## config.mk

```make
export PLATFORM = sky130hd
export DESIGN_NAME = scss_front
export DESIGN_NICKNAME = d
export VERILOG_FILES = /design/src/hw/rtl/server_clock_sync_slew_unit_defines.svh /design/src/hw/rtl/scss_pkg.sv /design/src/hw/rtl/scss_front.sv
export SDC_FILE = /design/constraint.sdc
export NUM_CORES = 1
export LEC_CHECK = 0
export BUFFER_PORTS_ARGS = -buffer_cell sky130_fd_sc_hd__clkbuf_2
export CAP_MARGIN = 40
export CORE_AREA = 4 4 88 82
export DETAILED_ROUTE_END_ITERATION = 8
export DIE_AREA = 0 0 92 86
export PLACE_DENSITY = 0.8
export SYNTH_ARGS = -nofsm -noshare
export SYNTH_HDL_FRONTEND = slang
export SYNTH_SLANG_ARGS = --single-unit
```

## constraint.sdc

```tcl
create_clock -name vclk -period 3.9
set_clock_uncertainty 0.2 [all_clocks]
set_input_delay 0.78 -clock vclk [all_inputs]
set_output_delay 0.78 -clock vclk [all_outputs]
set_load 0.01 [all_outputs]
```

## src/hw/rtl/server_clock_sync_slew_unit_defines.svh

```systemverilog
// ----------------------------------------------------------------------------
// Assertion macros for the server clock sync unit
// Shared helpers so every module writes its checks the same way.
// ----------------------------------------------------------------------------
`ifndef SERVER_CLOCK_SYNC_SLEW_UNIT_DEFINES_SVH
`define SERVER_CLOCK_SYNC_SLEW_UNIT_DEFINES_SVH

// Same-cycle implication, clocked on clk_i, off during reset.
`define SCSS_ASSERT_IMP(lbl, ante, cons, msg) \
  lbl: assert property (@(posedge clk_i) disable iff (!rst_ni) (ante) |-> (cons)) \
    else $error(msg);

// Next-cycle implication, clocked on clk_i, off during reset.
`define SCSS_ASSERT_NXT(lbl, ante, cons, msg) \
  lbl: assert property (@(posedge clk_i) disable iff (!rst_ni) (ante) |=> (cons)) \
    else $error(msg);

`endif

```

## src/hw/rtl/scss_pkg.sv

```systemverilog
// ----------------------------------------------------------------------------
// scss_pkg
// Shared widths, codes, queue item and divider handshake types.
// ----------------------------------------------------------------------------
package scss_pkg;

  localparam int TickW    = 43;
  localparam int TickOutW = 44;
  localparam int PingW    = 32;
  localparam int StepW    = 30;
  localparam int NsW      = 64;

  localparam int NsPerMs  = 1000000;
  localparam int NsPerMsW = 20;

  localparam logic [StepW-1:0] TickStepReset = 30'd1000000;

  // Top-level parameter defaults
  localparam longint unsigned SlewWindowNs = 64'd1000000000;
  localparam int              QueueDepth   = 4;

  // Quotient bits retired per divider cycle
  localparam int DivDigitBits = 4;

  localparam logic [NsW-1:0] I64Max    = 64'h7FFF_FFFF_FFFF_FFFF;
  localparam logic [NsW-1:0] I64Min    = 64'h8000_0000_0000_0000;
  localparam logic [NsW-1:0] I64MinSat = 64'h8000_0000_0000_0001;

  typedef enum logic [1:0] {
    CMD_SYNC  = 2'd0,
    CMD_TIME  = 2'd1,
    CMD_CLEAR = 2'd2
  } cmd_e;

  typedef enum logic [1:0] {
    OP_SYNC  = 2'd0,
    OP_TIME  = 2'd1,
    OP_CLEAR = 2'd2,
    OP_NOP   = 2'd3
  } op_e;

  typedef struct packed {
    op_e                 op;
    logic [TickW-1:0]    tick;
    logic [TickOutW-1:0] target;
  } item_t;

  typedef struct packed {
    logic start;
    logic use_window;
  } div_req_t;

  typedef struct packed {
    logic done;
  } div_rsp_t;

  function automatic logic [NsW-1:0] ms_to_ns(input logic [TickOutW-1:0] ms);
    return NsW'(ms) * NsW'(NsPerMs);
  endfunction

  function automatic logic [NsW-1:0] sat_add64(input logic [NsW-1:0] a,
                                               input logic [NsW-1:0] b);
    logic [NsW:0] s;
    s = {1'b0, a} + {1'b0, b};
    return s[NsW] ? '1 : s[NsW-1:0];
  endfunction

endpackage

```

## src/hw/rtl/scss_front.sv

```systemverilog
// ----------------------------------------------------------------------------
// scss_front
// Takes input beats, decodes the command and precomputes the sync target.
// ----------------------------------------------------------------------------
module scss_front import scss_pkg::*; (
  input  logic             in_valid_i,
  output logic             in_stall_o,
  input  logic [1:0]       command_i,
  input  logic [TickW-1:0] server_tick_i,
  input  logic [PingW-1:0] ping_ms_i,
  input  logic             full_i,
  output logic             push_o,
  output item_t            item_o
);

  op_e op;

  always_comb begin
    case (command_i)
      CMD_SYNC:  op = OP_SYNC;
      CMD_TIME:  op = OP_TIME;
      CMD_CLEAR: op = OP_CLEAR;
      default:   op = OP_NOP;
    endcase
  end

  assign in_stall_o = full_i;
  assign push_o     = in_valid_i & ~full_i;

  // target = tick + floor(ping / 2), always fits 44 bits
  assign item_o.op     = op;
  assign item_o.tick   = server_tick_i;
  assign item_o.target = TickOutW'(server_tick_i) + TickOutW'(ping_ms_i[PingW-1:1]);

endmodule

```

Yosys cells after proc, flatten, opt, wreduce, memory -nomap -nowiden
Cells that the tools add are included.
{"block": "classes", "addsub": 1, "eq_ne": 2, "muxes": 1, "bitwise": 2, "n_reduce_logical": 1}
{"op": "$add A43 B31 Y44", "n": 1}
{"op": "$pmux W2 S3", "n": 1}
{"op": "$eq A2 B1 Y1 const B", "n": 1}
{"op": "$eq A2 B2 Y1 const B", "n": 1}
{"op": "$logic_not A2 Y1", "n": 1}
{"op": "$and A1 B1 Y1", "n": 1}
{"op": "$not A1 Y1", "n": 1}
{"block": "word_totals", "register_bits": 0, "in_bits": 79, "out_inout_bits": 91, "word_cells": 7}

Logic depth before layout (Yosys ltp)
{"block": "logic_depth", "word_depth": 2, "mapped_depth": 11, "mapped_depth_nobuf": 10}

Least setup slack after synthesis
Ideal clock, no wire load.
{"block": "synth_timing", "kind": "in2out", "startpoint": "in server_tick_i[0]", "endpoint": "out item_o[30] (netlist name)", "arrival_time_ps": 2931, "path_slack_ps": -11, "path_stages": 11, "cell_sequence": "ha_1 -> fa_1 -> a21o_1 -> a21oi_1 -> o21bai_1 -> a31oi_1 -> o21a_1 -> o21ba_1 -> buf_2 -> nand2_1 -> xnor2_1"}
{"element": "start: declaration", "line_no": "scss_front.sv:9", "text": "input logic [TickW-1:0] server_tick_i,"}
{"element": "end: declaration", "line_no": "scss_front.sv:13", "text": "output item_t item_o"}

==> impl_metrics.json <==
{
  "avgSynthCellArea_um2": 7.07,
  "synth_cell_types": 53,
  "period_minus_slack_ps": 3930,
  "cpPeakStageDelay_ps": 500,
  "vias_per_cell": 5.28,
  "ir_worst_vdd_mv": 0.0814,
  "min_path_type": "in -> out",
  "p_int_uw": 358,
  "synthSimpleGateAreaFrac": 0.235,
  "worstPathArrival_ps": 2950,
  "path_class": "in -> out",
  "maxCapViolCount": 0,
  "synth_top_area_frac": 0.157,
  "post-route-util": 0.636,
  "yosys.area_share.adder": 0.165,
  "first_pass_iters": 4,
  "finalNonFillerCells": 623,
  "max_slew.worst_pin.slew_ps": 714,
  "synth_commonest_cells": "buf_4, ha_1, a21o_1",
  "pwr-share-clk": 0,
  "dp.final_hpwl_mm": 7.02,
  "drt-initial-drc-count": 120,
  "drc": 0,
  "pwr-share-comb": 1.000,
  "post-synth-top-count-cell": "buf_4",
  "synth_top_family_by_area": "compound AO/OA/AOI/OAI gates",
  "grt_max_degree": 16,
  "power.leakage_uw": 0.00214,
  "synth_compound_area_frac": 0.296,
  "seqCellArea_um2": 0,
  "grt_pass1_wl_mm": 13.5,
  "crit_chain": "clkbuf_2 > ha_1 > nand3_2 > or3_4 > o22a_1 > o21a_4 > o21ba_4 > or4b_1 > nand3_1 > buf_2",
  "cp_top_family": "simple AND/OR/NAND/NOR gates",
  "ys_seq_area_frac": 0,
  "syn_nets": 461,
  "nNetsFinal": 646,
  "design_area_mm2": 0.00405,
  "slew_headroom": 0.524,
  "drive_gt1_frac": 0.561,
  "synthToLayoutAreaGrowth_pct": 63.8,
  "seq_power_share": 0,
  "nClkBuffers": 0,
  "rows": 28,
  "antenna_found_initial": 0,
  "syn-instance-count": 350,
  "cp-end-kind": "output port",
  "fmax_mhz": 255,
  "nFillCells": 549,
  "netSwitchingFraction": 0.508,
  "slew_viol_final": 0,
  "yosysWarnings": 0,
  "ant_nets": 0,
  "grtUsageTotal": 0.197,
  "hold_viol": 0,
  "p_per_area_mw_per_mm2": 179,
  "ios": 170,
  "synth.area.top_cells": "ha_1, buf_4, xnor2_1",
  "fin_setup_tns_ps": -85.4,
  "cp_slowest_cell": "or4b_1",
  "die_h_um": 86,
  "fin_ws_ps": -26.0,
  "drt-total-wl_mm": 9.00,
  "globalplace.congestion": 0.851,
  "die_area_mm2": 0.00791,
  "portBuffers": 165,
  "diodes": 0,
  "seq_cell_count": 0,
  "synth_top_area_cell": "ha_1",
  "synthMuxAreaShare": 0.0131,
  "synth_xor_area_frac": 0.117,
  "placed_area_mm2": 0.00349,
  "netlist_area_mm2": 0.00247,
  "start_util": 0.388,
  "design_power_total_uw": 727,
  "grt_pass1_vias": 3074,
  "core_area_mm2": 0.00638,
  "cp.required_ps": 2920,
  "place_inst": 605,
  "fp.dieW_um": 92,
  "power_switching_uw": 369,
  "start_kind": "input port",
  "rsz0062_at_grt": "true",
  "path_buf_inv": 2,
  "vias": 3290,
  "crit_path_max_fanout": 4,
  "violations": "setup timing",
  "routedWlPerCell_um": 14.4,
  "overflow": 0,
  "finalCritPeriodShare": 1.01,
  "multiInputGateArea_mm2": 0.00242,
  "outcome": "finished, violations left",
  "setup_viol": 4,
  "hold_buffers": 0
}
[power groups by stage]
| stage | clock, uW | sequential, uW | combinational [uW] |
|---|---|---|---|
| after global routing | 0 | 0 | 789 |
| final | 0 | 0 | 727 |
| after CTS | 0 | 0 | 670 |
| after floorplan | 0 | 0 | 374 |
| after global placement | 0 | 0 | 614 |
| after detailed placement | 0 | 0 | 630 |
[timing repair]
| item | 4_1_cts | 5_1_grt |
|---|---|---|
| gates resized for setup | 30 | 79 |
| buffers inserted | 9 | 10 |
| pin swaps | 31 | 48 |
| gates cloned | 1 | 0 |
| setup endpoints to repair | 24 | 28 |
[layout by cell type, fill, tap and decap left out, drive strengths merged, types with 6 or more instances in the layout]
cell,instances
a21o,29
a21oi,26
a31oi,6
and3,10
buf,105
clkbuf,137
ha,31
inv,9
nand2,22
nand3,10
nand4,10
nor2,18
nor2b,7
nor3,9
o21ai,9
xnor2,25
xor2,8
[layout make-up]
cell class                      instances  share of cell area
Timing Repair Buffer                  242               0.368
Multi-Input combinational cell        282               0.596
Inverter                                9             0.00833
Tap cell                               90              0.0278
[final timing paths]
kind / from / endpoint / cells past startpoint / slack, ps
max: server_tick_i[15] / item_o[42] / 10 / -30
min: command_i[1] / item_o[88] / 0 / 1360
[cells by family after synthesis]
kind of cell / after synthesis
fa+ha+maj: 32
xor+xnor: 33
simple gates: 106
buf+inv: 69
mux: 3
compound gates: 107
[metal layers]
| layer | wire length (um) | track usage |
|---|---|---|
| met3 | 575 | 0.0175 |
| met2 | 4820 | 0.393 |
| met5 | 0 | 0 |
| met4 | 129 | 0.0351 |
| met1 | 3480 | 0.228 |
[per-stage QoR]
step	hold WS (ps)	setup slack (ps)
after floorplan	1410	25.3
after global placement	1360	-203
after detailed placement	1360	-246
after CTS	1360	-59.7
after global routing	1360	-188
final	1360	-26.0
Power figures use the tool's default switching activity.
