### config.mk
export PLATFORM = sky130hd
export DESIGN_NAME = scss_queue
export DESIGN_NICKNAME = d
export VERILOG_FILES = /design/src/hw/rtl/scss_pkg.sv /design/src/hw/rtl/scss_queue.sv
export VERILOG_INCLUDE_DIRS = /design/src /design/src/hw/rtl
export SDC_FILE = /design/constraint.sdc
export NUM_CORES = 1
export LEC_CHECK = 0
export BUFFER_PORTS_ARGS = -buffer_cell sky130_fd_sc_hd__clkbuf_2
export CAP_MARGIN = 20
export CORE_ASPECT_RATIO = 1.1
export CORE_MARGIN = 4
export CORE_UTILIZATION = 50
export DETAILED_ROUTE_END_ITERATION = 8
export PLACE_DENSITY = 0.73
export SYNTH_ARGS = -nofsm -noshare
export SYNTH_HDL_FRONTEND = slang
export SYNTH_SLANG_ARGS = --single-unit
### constraint.sdc
create_clock -name clk_i -period 3.05 [get_ports clk_i]
set_input_delay 0.1525 -clock clk_i [delete_from_list [all_inputs] [get_ports clk_i]]
set_output_delay 0.1525 -clock clk_i [all_outputs]
set_load 0.005 [all_outputs]
### src/hw/rtl/server_clock_sync_slew_unit_defines.svh
// ----------------------------------------------------------------------------
// Assertion macros for the server clock sync unit
// Shared helpers so every module writes its checks the same way.
// ----------------------------------------------------------------------------
`ifndef SERVER_CLOCK_SYNC_SLEW_UNIT_DEFINES_SVH
`define SERVER_CLOCK_SYNC_SLEW_UNIT_DEFINES_SVH

// Same-cycle implication, clocked on clk_i, off during reset.
`define SCSS_ASSERT_IMP(lbl, ante, cons, msg) \
  lbl: assert property (@(posedge clk_i) disable iff (!rst_ni) (ante) |-> (cons)) \
    else $error(msg);

// Next-cycle implication, clocked on clk_i, off during reset.
`define SCSS_ASSERT_NXT(lbl, ante, cons, msg) \
  lbl: assert property (@(posedge clk_i) disable iff (!rst_ni) (ante) |=> (cons)) \
    else $error(msg);

`endif

### src/hw/rtl/scss_pkg.sv
// ----------------------------------------------------------------------------
// scss_pkg
// Shared widths, codes, queue item and divider handshake types.
// ----------------------------------------------------------------------------
package scss_pkg;

  localparam int TickW    = 43;
  localparam int TickOutW = 44;
  localparam int PingW    = 32;
  localparam int StepW    = 30;
  localparam int NsW      = 64;

  localparam int NsPerMs  = 1000000;
  localparam int NsPerMsW = 20;

  localparam logic [StepW-1:0] TickStepReset = 30'd1000000;

  // Top-level parameter defaults
  localparam longint unsigned SlewWindowNs = 64'd1000000000;
  localparam int              QueueDepth   = 4;

  // Quotient bits retired per divider cycle
  localparam int DivDigitBits = 4;

  localparam logic [NsW-1:0] I64Max    = 64'h7FFF_FFFF_FFFF_FFFF;
  localparam logic [NsW-1:0] I64Min    = 64'h8000_0000_0000_0000;
  localparam logic [NsW-1:0] I64MinSat = 64'h8000_0000_0000_0001;

  typedef enum logic [1:0] {
    CMD_SYNC  = 2'd0,
    CMD_TIME  = 2'd1,
    CMD_CLEAR = 2'd2
  } cmd_e;

  typedef enum logic [1:0] {
    OP_SYNC  = 2'd0,
    OP_TIME  = 2'd1,
    OP_CLEAR = 2'd2,
    OP_NOP   = 2'd3
  } op_e;

  typedef struct packed {
    op_e                 op;
    logic [TickW-1:0]    tick;
    logic [TickOutW-1:0] target;
  } item_t;

  typedef struct packed {
    logic start;
    logic use_window;
  } div_req_t;

  typedef struct packed {
    logic done;
  } div_rsp_t;

  function automatic logic [NsW-1:0] ms_to_ns(input logic [TickOutW-1:0] ms);
    return NsW'(ms) * NsW'(NsPerMs);
  endfunction

  function automatic logic [NsW-1:0] sat_add64(input logic [NsW-1:0] a,
                                               input logic [NsW-1:0] b);
    logic [NsW:0] s;
    s = {1'b0, a} + {1'b0, b};
    return s[NsW] ? '1 : s[NsW-1:0];
  endfunction

endpackage

### src/hw/rtl/scss_queue.sv
// ----------------------------------------------------------------------------
// scss_queue
// Small flop FIFO between the front end and the back end.
// ----------------------------------------------------------------------------
`include "server_clock_sync_slew_unit_defines.svh"

module scss_queue import scss_pkg::*; #(
  parameter int DEPTH = QueueDepth
) (
  input  logic  clk_i,
  input  logic  rst_ni,
  input  logic  push_i,
  input  item_t item_i,
  output logic  full_o,
  input  logic  pop_i,
  output logic  valid_o,
  output item_t head_o
);

  localparam int PtrW = $clog2(DEPTH);
  localparam int CntW = $clog2(DEPTH + 1);

  item_t            mem_q [DEPTH];
  logic [PtrW-1:0]  wr_q, rd_q;
  logic [CntW-1:0]  cnt_q;

  function automatic logic [PtrW-1:0] nxt(input logic [PtrW-1:0] p);
    return (p == PtrW'(DEPTH - 1)) ? '0 : p + PtrW'(1);
  endfunction

  assign full_o  = (cnt_q == CntW'(DEPTH));
  assign valid_o = (cnt_q != '0);
  assign head_o  = mem_q[rd_q];

  always_ff @(posedge clk_i or negedge rst_ni) begin
    if (!rst_ni) begin
      wr_q  <= '0;
      rd_q  <= '0;
      cnt_q <= '0;
    end else begin
      if (push_i) wr_q <= nxt(wr_q);
      if (pop_i)  rd_q <= nxt(rd_q);
      if (push_i && !pop_i)      cnt_q <= cnt_q + CntW'(1);
      else if (!push_i && pop_i) cnt_q <= cnt_q - CntW'(1);
    end
  end

  always_ff @(posedge clk_i) begin
    if (push_i) mem_q[wr_q] <= item_i;
  end

  `SCSS_ASSERT_IMP(a_pop_nonempty, pop_i, cnt_q != '0, "queue popped while empty")

endmodule

=== Word level (Yosys, flattened, before mapping) ===
Memories as Yosys holds them, arrays and structs flattened.
Index checks and enable logic that the tools add are counted.

* Bits in registers: 7
* Bits in latches: 0
* Bits in writable memories: 356
* Bits in read-only memories: 0
* Bits of input ports: 93
* Output and inout port bits: 91
* Logic and storage cells: 23
* Memories kept: 1

* Add/subtract/negate cells: 4
* Multipliers: 0
* Div/mod/pow operators: 0
* Magnitude comparators: 0
* Equal/unequal tests: 3
* Shift-type cells: 0
* Mux-type cells: 6
* Bitwise gates (word level): 0
* Reduce and logical (&&, ||, !) cells: 6

{| class="wikitable"
|+ Memory list
! memory !! words !! width !! read ports !! clocked after Yosys merged registers in !! wr ports !! line !! text
|-
| mem_q || 4 || 89 || 1 || 0 || 1 || scss_queue.sv:23 || <nowiki>item_t mem_q [DEPTH];</nowiki>
|}

{| class="wikitable"
|+ Operators by type and width
! cell !! number
|-
| 2-to-1 mux 3 bit || 2
|-
| adder 2 x 1 -> 2 bit (second input constant) || 2
|-
| equality test 2 bit (second input constant) || 2
|-
| 2-to-1 mux 2 bit || 2
|-
| adder 3 x 1 -> 3 bit (second input constant) || 1
|-
| equality test 3 bit (second input constant) || 1
|-
| nonzero test 3 bit || 1
|-
| subtractor 3 x 1 -> 3 bit (second input constant) || 1
|-
| logical AND 1 bit || 2
|-
| logical NOT 1 bit || 2
|-
| 2-to-1 mux 1 bit || 2
|-
| nonzero test 2 bit || 1
|}

=== Longest topological paths before layout ===
Gate-level depths: netlist of run 1.

* Word-level depth: 4
* Gate-level depth with buffers: 7
* Depth with buffers taken out: 7

=== Worst setup path after synthesis of run 1 ===
Ideal clock, no wire load.

* Path type: register -> register
* Start: register wr_q[0]
* End: memory mem_q[0][0] (netlist name), enable pin
* Setup time: 0.457 ns
* Arrival: 2.688 ns
* Data required time: 2.593 ns
* Setup slack: -0.096 ns
* Cell stages (with the launch flop): 4
* Buffers on the path: 0
* Clock period less this slack: 3.146 ns
* Cells stage by stage: dfrtp_1 -> inv_1 -> ha_1 -> and2_1

{| class="wikitable"
|+ RTL lines
! element !! line !! text
|-
| start, declared || scss_queue.sv:24 || <nowiki>logic [PtrW-1:0] wr_q, rd_q;</nowiki>
|-
| start signal, assigned || scss_queue.sv:41 || <nowiki>if (push_i) wr_q <= nxt(wr_q);</nowiki>
|-
| end, declared || scss_queue.sv:23 ||
|}

No word-level cell before the write port.

==> run summary, run 1 <==
root buf cell - clkbuf_16
Clock Sinks - 363
Syn Inst Count - 502
Synthesized Nets - 602
GRT Overall Usage - 17.3%
fin crit share - 78.5%
VDD IR max - 553 uV
Clk pin slew, worst setup/hold paths - 50 ps
Yosys reg bits - 363
status - complete, no violations
Max Root-Sink Buffers - 3
largest net degree at the start of global routing - 56
startpoint class of the critical path - register
Final Hold Fails - 0
Crit Path Category - reg2out
drt drc - 0
biggest cell delay along the critical path - 790 ps
final setup violating endpoints - 0
Comb pwr share - 25.9%
Setup Fix Bufs, Post-CTS - 0
Die Y - 179 um
Num CTS Buffers - 36
Pwr Density - 885 nW/um^2
drt total wl - 24.8 mm
initial antenna violation count - 2
hpwl dp - 15.1 mm
Final ANT Viol Nets - 0
H-tree Lvls - 2
NetSw - 3890 uW
CORE AREA - 26200 um^2
worst clock skew - 17.7 ps
final worst slack - 656 ps
Cell variety after synth - 19
RSZ-0062 raised after global routing - no
r2r startpoint - wr_q[0]
Tightest Pin Transition - 747 ps
worst-path cell chain - buf_12, mux4_2, clkbuf_2
Place WS - 1070 ps
share of cells above drive strength 1 - 40.7%
vias in the first global route - 6812
Starting Density - 50.9%
final non-filler cell area - 16700 um^2
post-layout net count - 907
Crit-path slowest cell - dfrtp_4
switch share - 26.2%
crit path DAT - 2240 ps
GR Overflow Total - 0
CTS tree - built
max cap viols - 0
crit path time final - 2390 ps
total negative slack - 0 ps
Leakage - 0.00582 uW
Clock power frac - 28.5%
vias - 6261
DR WL/cell - 20.9 um
Iter 0 DRT Violations - 454
Ys Warns - 0
Die ar. - 29400 um^2
CP Data Required Time - 2900 ps
IO Pins - 184
wire length of the first global-routing pass - 38.6 mm
fmax - 418 MHz
clk_lat worst skew - 510 ps
reg2reg path depth - 4
first drt pass iteration count - 4
Power, Total - 14800 uW
Hold Crit Class - in2async
final slew viol count - 0
IO Port Bufs - 183
gpl congestion - 0.735
Worst R2R Setup Slack - 1120 ps
Area Growth Syn to Fin - 25.4%
sequential share of the synthesized area - 81.4%
CP Max Fanout - 55
CP Capture Type - output port
area of the mapped netlist - 13300 um^2
via/cell ratio - 5.27
Seq pwr share - 45.6%
Rel. slew slack - 50.2%
FP Rows - 62
Chip Width - 164 um
Int Pwr - 10900 uW
post-synthesis average cell area - 26.6 um^2
RR Endpoint - mem_q[0][83]
Placed Area - 14700 um^2
[how the worst max path moves through the flow]
stage	startpoint	to	slack, ps	depth (start not counted)
floorplan	wr_q[0]	mem_q[2][0]	880	3
global placement	wr_q[0]	mem_q[0][79]	1120	4
detailed placement	wr_q[0]	mem_q[0][74]	1070	4
CTS	rd_q[0]	head_o[59]	580	3
global route	rd_q[0]	head_o[59]	480	3
finish	rd_q[1]	head_o[7]	660	3
[cells by family after synthesis]
family,count (synthesis),share of synthesized area [%]
compound gates,2,0.0750
xor+xnor,3,0.197
fa+ha+maj,7,0.712
buf+inv,24,1.91
flops,363,81.4
mux,92,15.3
simple gates,11,0.431
[power groups by stage]
| stage | combinational [uW] | clock (uW) | sequential [uW] |
|---|---|---|---|
| 3_5_place_dp | 3840 | 0 | 6880 |
| 3_3_place_gp | 3770 | 0 | 6810 |
| 2_1_floorplan | 2640 | 0 | 6640 |
| 5_1_grt | 4180 | 4560 | 6840 |
| 6_report | 3840 | 4220 | 6750 |
| 4_1_cts | 3950 | 4330 | 6780 |
[through the flow]
| step | std cells | utilization [%] | hold slack [ps] |
|---|---|---|---|
| final | 1189 | 63.8 | 18.8 |
| after global routing | 1189 | 63.8 | 27.8 |
| after CTS | 1187 | 63.8 | 3.97 |
| after detailed placement | 1029 | 56.0 | -2.86 |
| after global placement | 1029 | 56.0 | -7.19 |
| after floorplan | 502 | - | -143 |
[synth_stat cells]
| cell type | number | share of area [%] |
|---|---|---|
| edfxtp_1 | 356 | 80 |
| mux4_2 | 89 | 15 |
| buf_12 | 9 | 1.3 |
| buf_2 | 9 | 0.34 |
| dfrtp_1 | 7 | 1.3 |
| ha_1 | 6 | 0.56 |
| and2_1 | 4 | 0.19 |
| inv_1 | 4 | 0.11 |
| mux2_2 | 3 | 0.25 |
| nor2_1 | 3 | 0.084 |
| nand2_1 | 2 | 0.056 |
| o21ai_0 | 2 | 0.075 |
| xor2_1 | 2 | 0.13 |
| buf_6 | 1 | 0.084 |
| clkbuf_1 | 1 | 0.028 |
| fa_1 | 1 | 0.15 |
| nor3b_1 | 1 | 0.056 |
| or3_1 | 1 | 0.047 |
| xnor2_1 | 1 | 0.066 |
[layout by cell type, fill, tap and decap left out, types with 4 or more instances in the layout]
cell / Yosys / final
clkinv_1: 0 / 6
inv_1: 4 / 4
ha_1: 6 / 6
dlygate4sd3_1: 0 / 92
clkbuf_2: 0 / 183
clkbuf_16: 0 / 37
dfrtp_1: 7 / 5
and2_4: 0 / 4
buf_12: 9 / 8
edfxtp_1: 356 / 356
clkbuf_1: 1 / 13
buf_4: 0 / 4
mux4_2: 89 / 89
[sequential cells by signal, indices dropped and copies added, names as in the netlist]
name and count:
cnt_q 3, rd_q 2, wr_q 2, mem_q 356
[worst max-delay path, delay by kind of cell (launching register included)]
kind     cells  cell delay [ps]
mux          1              410
flops        1              790
buf+inv      2              530
[routing by layer]
metal	up-vias	routed length (um)	global-route usage (%)	share of wire (%)
met4	0	367	3.77	1.5
met3	32	1400	3.61	5.6
li1	2784	-	-	-
met1	3247	9960	22.9	40
met2	198	13100	30.0	53
met5	-	0	0	0
[final cells by class]
class | instances | area (um^2)
antenna | 2 | 5.00
clock buffer | 51 | 988
clock inverter | 15 | 153
fill | 1743 | 9480
inverter | 4 | 15.0
multi-input combinational | 115 | 2240
sequential | 363 | 10900
tap | 352 | 440
timing repair buffer | 287 | 2030
[repair_timing]
item                                    CTS  global route
hold endpoints to repair                366             0
hold buffers                             92             0
endpoints found under the setup margin    0             0
resized for setup                         0             0
(Power assumes the default switching activity.)
==> inputs of run 2 (changes only) <==
--- a/config.mk
+++ b/config.mk
@@ -12,7 +12,7 @@
 export CORE_MARGIN = 4
 export CORE_UTILIZATION = 50
 export DETAILED_ROUTE_END_ITERATION = 8
-export PLACE_DENSITY = 0.73
+export PLACE_DENSITY = 0.7
 export SYNTH_ARGS = -nofsm -noshare
 export SYNTH_HDL_FRONTEND = slang
 export SYNTH_SLANG_ARGS = --single-unit
==> constraint.sdc (replaced) <==
create_clock -name clk_i -period 2.4 [get_ports clk_i]
set_input_delay 0.12 -clock clk_i [delete_from_list [all_inputs] [get_ports clk_i]]
set_output_delay 0.12 -clock clk_i [all_outputs]
set_load 0.005 [all_outputs]
==> run 2 against run 1 <==
First-iteration DRC count shrank 4.2%. Worst setup slack worse by 460 ps. Die area stayed put. Wire length is 0.68% higher. Register-to-register slack lost 460 ps. Critical path type unchanged. Critical endpoint is now head_o[31]. Largest cell class unchanged. Highest routed layer is now met5.
==> run summary, run 2 (synthesis results as in run 1) <==
switch share - 26.0% (-0.18 points)
GR Overflow Total - 0 (unchanged)
Power, Total - 19300 uW (+30%)
worst clock skew - 13.4 ps (-4.31 ps)
Max Root-Sink Buffers - 3 (unchanged)
fmax - 453 MHz
FP Rows - 62 (unchanged)
H-tree Lvls - 2 (unchanged)
CP Data Required Time - 2280 ps (-620 ps)
Chip Width - 164 um (unchanged)
total negative slack - 0 ps (unchanged)
root buf cell - clkbuf_16
Final ANT Viol Nets - 0 (unchanged)
Clock power frac - 29.0% (+0.5 points)
final non-filler cell area - 17000 um^2 (+1.4%)
commonest non-fill, non-tap cell in the layout - edfxtp_1
Clk pin slew, worst setup/hold paths - 60 ps (about the same)
crit path DAT - 2090 ps (-150 ps)
antenna diode instance count - 0 (-2)
Starting Density - 50.9% (unchanged)
Num CTS Buffers - 37 (+2.8%)
VDD IR max - 704 uV (+27%)
Int Pwr - 14300 uW (+31%)
Final Hold Fails - 0 (unchanged)
vias - 6279 (+0.29%)
largest net degree at the start of global routing - 51 (-8.9%)
RSZ-0062 raised after global routing - no
Pwr Density - 1140 nW/um^2 (+29%)
reg2reg path depth - 4 (unchanged)
final slew viol count - 0 (unchanged)
Tightest Pin Transition - 459 ps (-288 ps)
final setup violating endpoints - 0 (unchanged)
wire length of the first global-routing pass - 39.1 mm (+1.3%)
initial antenna violation count - 1 (-1)
Area Growth Syn to Fin - 27.2%
drt drc - 0 (unchanged)
Layout Cells excl Fill - 1204 (+1.3%)
Biggest register - mem_q
largest registers - mem_q: 356 flops, cnt_q: 3 flops
commonest non-fill, non-tap cells in the layout - edfxtp_1 (356), clkbuf_2 (183), dlygate4sd3_1 (93)
fin crit share - 92.0%
CORE AREA - 26200 um^2 (unchanged)
GRT Overall Usage - 17.4% (+0.092 points)
Placed Cells - 1034 (+0.49%)
CP Max Fanout - 17 (-69%)
CP Capture Type - output port
post-layout net count - 926 (+2.1%)
Util after Layout - 64.8% (+0.92 points)
NetSw - 5030 uW (+30%)
Clock Sinks - 363 (unchanged)
Hold Crit Class - in2reg
IO Port Bufs - 183 (unchanged)
DR WL/cell - 20.7 um (-0.57%)
Comb pwr share - 26.8% (+0.9 points)
gpl congestion - 0.714 (-2.9%)
Placed Area - 14700 um^2 (+0.51%)
first drt pass iteration count - 4 (unchanged)
Seq pwr share - 44.1% (-1.5 points)
CTS tree - built
via/cell ratio - 5.22 (-0.96%)
IO Pins - 184 (unchanged)
status - complete, no violations
max cap viols - 0 (unchanged)
WHS Path Cells - 2
Leakage - 0.00595 uW (+2.3%)
Post-CTS Resized - 0 (unchanged)
clk_lat worst skew - 500 ps (about the same)
hpwl dp - 15.0 mm (-0.79%)
Crit Path Category - reg2out
Rel. slew slack - 69.4% (+19 points)
number of flip-flops in the largest register - 356 (unchanged)
crit path time final - 2210 ps
Iter 0 DRT Violations - 435 (-4.2%)
drt total wl - 25.0 mm (+0.68%)
share of cells above drive strength 1 - 42.8% (+2.1 points)
Die Y - 179 um (unchanged)
vias in the first global route - 6891 (+1.2%)
Die ar. - 29400 um^2 (unchanged)
startpoint class of the critical path - register
[run 2: cell count changes in the layout (fill, tap and decap cells not counted), sizes merged]
cell	previous run	this run
buf	12	29
clkbuf	234	228
clkinvlp	1	4
diode	2	0
bufinv	3	4
clkinv	9	10
dlygate4sd3	92	93
[run 2: critical path, stage by stage (launching register included)]
cell and delay, ps:
dfrtp_4 610, buf_4 290, mux4_2 540, clkbuf_2 130
[run 2: per-stage QoR]
stage	worst slack, ps	hold slack [ps]
2_1_floorplan	235	-176
3_3_place_gp	593	-35.5
3_5_place_dp	567	-27.2
4_1_cts	22.6	349
5_1_grt	91.8	365
6_report	193	376
[run 2: path summary, 6_finish.rpt]
kind / endpoint / slack [ps] / from
max: head_o[31] / 190 / rd_q[0]
min: mem_q[2][64] / 380 / item_i[64]
max reg2reg: mem_q[1][47] / 660 / wr_q[1]
min reg2reg: cnt_q[2] / 510 / cnt_q[2]
max in group asynchronous: rd_q[0] / 1510 / rst_ni
min in group asynchronous: cnt_q[2] / 600 / rst_ni
[run 2: timing repair]
| action | in CTS | in global routing |
|---|---|---|
| hold buffers | 93 | 0 |
| endpoints found under the setup margin | 0 | 30 |
| buffers inserted | 0 | 12 |
| endpoints found under the hold margin | 367 | 0 |
[run 2: metal layers]
metal	up-vias	global-route usage [%]	wire (um)
li1	2812	-	-
met1	3240	23.2	10100
met2	193	29.9	13000
met3	32	3.80	1510
met4	2	3.74	312
met5	-	0	12
[run 2: cell type report]
class,count,area [um^2]
repair buffers,305,2200
multi-input cells,115,2240
inverters,4,15.0
well taps,352,440
clock buffers,45,998
clock inverters,20,213
flip-flops and latches,363,10900
fillers,1786,9240
[run 2: power by group through the flow]
stage	Clock, uW	Sequential, uW	Combinational [uW]
floorplan	0	8440	3350
global placement	0	8620	4960
detailed placement	0	8710	5020
CTS	5730	8580	5170
global route	6030	8620	5690
finish	5610	8530	5190
==> inputs of run 3 (changes only) <==
--- a/config.mk
+++ b/config.mk
@@ -7,7 +7,6 @@
 export NUM_CORES = 1
 export LEC_CHECK = 0
 export BUFFER_PORTS_ARGS = -buffer_cell sky130_fd_sc_hd__clkbuf_2
-export CAP_MARGIN = 20
 export CORE_ASPECT_RATIO = 1.1
 export CORE_MARGIN = 4
 export CORE_UTILIZATION = 50
==> constraint.sdc (replaced) <==
create_clock -name clk_i -period 2.4 [get_ports clk_i]
set_input_delay 0.24 -clock clk_i [delete_from_list [all_inputs] [get_ports clk_i]]
set_output_delay 0.24 -clock clk_i [all_outputs]
set_load 0.005 [all_outputs]
==> run 3 against run 2 <==
Clock skew is 6.5 ps lower. Fmax is 2.8% lower. Sequential share of layout area is 0.59 points higher. Register-to-register slack worse by 20 ps. Cell area is 0.91% lower. Die area stayed put. Total power is 1.6% lower. Count of clock-buffer cells in the layout is 7 lower. Core utilization is 0.59 points lower. Worst setup slack worse by 64 ps. Global-route usage is 0.41 points lower. Sequential cell count stayed put. Critical endpoint is now head_o[5]. Largest power group unchanged.
==> run summary, run 3 (synthesis results as in run 1) <==
largest net degree at the start of global routing - 51 (unchanged)
Area Growth Syn to Fin - 26.0%
vias in the first global route - 6867 (-0.35%)
Clk pin slew, worst setup/hold paths - 60 ps (about the same)
H-tree Lvls - 2 (unchanged)
Starting Density - 50.9% (unchanged)
final setup violating endpoints - 0 (unchanged)
worst clock skew - 6.91 ps (-6.49 ps)
Num CTS Buffers - 36 (-2.7%)
IO Pins - 184 (unchanged)
total negative slack - 0 ps (unchanged)
IO Port Bufs - 183 (unchanged)
Die ar. - 29400 um^2 (unchanged)
Rel. slew slack - 68.4% (-0.97 points)
final slew viol count - 0 (unchanged)
Crit-path slowest cell - dfrtp_4
CORE AREA - 26200 um^2 (unchanged)
status - complete, no violations
Biggest register - mem_q
Buf/Inv on CP - 2 (unchanged)
root buf cell - clkbuf_16
worst-path cell chain - buf_12, mux4_2, clkbuf_2
drt total wl - 24.6 mm (-1.4%)
Clock power frac - 28.5% (-0.5 points)
clk_lat worst skew - 490 ps (about the same)
CTS tree - built
Pwr Density - 1130 nW/um^2 (-0.70%)
fin crit share - 94.7% (+2.7 points)
largest registers - mem_q: 356 flops, cnt_q: 3 flops
Post-CTS Resized - 0 (unchanged)
commonest non-fill, non-tap cells in the layout - edfxtp_1 (356), clkbuf_2 (183), dlygate4sd3_1 (90)
Final Hold Fails - 0 (unchanged)
via/cell ratio - 5.25 (+0.65%)
Comb pwr share - 26.8% (about the same)
startpoint class of the critical path - register
Die Y - 179 um (unchanged)
number of flip-flops in the largest register - 356 (unchanged)
Clock Sinks - 363 (unchanged)
CP Max Fanout - 37 (+20)
max cap viols - 0 (unchanged)
wire length of the first global-routing pass - 38.3 mm (-2.0%)
Final ANT Viol Nets - 0 (unchanged)
Leakage - 0.00589 uW (-1.2%)
initial antenna violation count - 1 (unchanged)
GR Overflow Total - 0 (unchanged)
post-layout net count - 913 (-1.4%)
Seq pwr share - 44.7% (+0.6 points)
CP Data Required Time - 2160 ps (-120 ps)
Multi-input gate area - 2240 um^2 (unchanged)
hpwl dp - 15.1 mm (+0.43%)
fmax - 440 MHz (-2.8%)
vias - 6257 (-0.35%)
Iter 0 DRT Violations - 571 (+31%)
Hold Crit Class - in2reg
Register Area - 10900 um^2 (unchanged)
crit path DAT - 2030 ps (-60 ps)
Tightest Pin Transition - 473 ps (+14.5 ps)
fill count - 1768 (-1.0%)
CP Capture Type - output port
biggest cell delay along the critical path - 680 ps (+70 ps)
crit path time final - 2270 ps (+64.4 ps)
Power, Total - 19000 uW (-1.6%)
FP Rows - 62 (unchanged)
VDD IR max - 799 uV (+13%)
switch share - 26.2% (+0.15 points)
commonest non-fill, non-tap cell in the layout - edfxtp_1
Int Pwr - 14000 uW (-1.8%)
NetSw - 4980 uW (-1.0%)
gpl congestion - 0.699 (-2.0%)
delay-heaviest family, CP - flip-flops
first drt pass iteration count - 4 (unchanged)
Crit Path Category - reg2out
GRT Overall Usage - 17.0% (-0.41 points)
drt drc - 0 (unchanged)
Chip Width - 164 um (unchanged)
RSZ-0062 raised after global routing - no
share of cells above drive strength 1 - 42.1% (-0.77 points)
DR WL/cell - 20.6 um (-0.45%)
Max Root-Sink Buffers - 3 (unchanged)
[run 3: final timing paths]
check	start	endpoint	slack, ps	depth (start not counted)
worst min-delay path	pop_i	rd_q[0]	60	2
worst max register to register	wr_q[1]	mem_q[1][55]	640	4
min in group asynchronous	rst_ni	rd_q[1]	140	2
max in group asynchronous	rst_ni	rd_q[0]	2070	2
worst min register to register	cnt_q[2]	cnt_q[2]	510	1
worst max-delay path	rd_q[1]	head_o[5]	130	3
[run 3: cell type report]
class | instances | area share (%)
diodes | 1 | 0.0149
flip-flops and latches | 363 | 64.6
well taps | 352 | 2.62
clock inverters | 26 | 1.32
inverters | 4 | 0.0892
clock buffers | 38 | 5.53
multi-input cells | 115 | 13.3
repair buffers | 293 | 12.5
[run 3: metrics by stage]
step | instance area (um^2) | hold slack [ps] | utilization (%) | std cells | worst slack (ps)
final | 16800 | 62.5 | 64.2 | 1192 | 128
after global routing | 16800 | 51.2 | 64.2 | 1191 | 54.6
after CTS | 16800 | 26.6 | 64.2 | 1191 | 109
after detailed placement | 14700 | 87.8 | 56.2 | 1034 | 435
after global placement | 14700 | 83.4 | 56.2 | 1034 | 451
after floorplan | 13400 | -55.6 | - | 502 | 235
[run 3: layer usage]
layer / part of all wire (%) / track usage (%) / vias to the layer above
li1: - / - / 2798
met5: 0 / 0 / -
met4: 2.0 / 4.26 / 0
met2: 51 / 28.7 / 227
met1: 40 / 23.1 / 3191
met3: 6.8 / 3.34 / 41
[run 3: repair_timing]
item / 4_1_cts / 5_1_grt
setup endpoints to repair: 75 / 0
endpoints found under the hold margin: 363 / 0
hold buffers: 90 / 0
buffers inserted: 3 / 0
[run 3: power groups by stage]
stage          Combinational [uW]  Sequential (uW)  Clock [uW]
2_1_floorplan                3350             8440           0
3_3_place_gp                 4960             8630           0
3_5_place_dp                 5010             8710           0
4_1_cts                      5250             8520        5560
5_1_grt                      5530             8590        5840
6_report                     5090             8500        5430
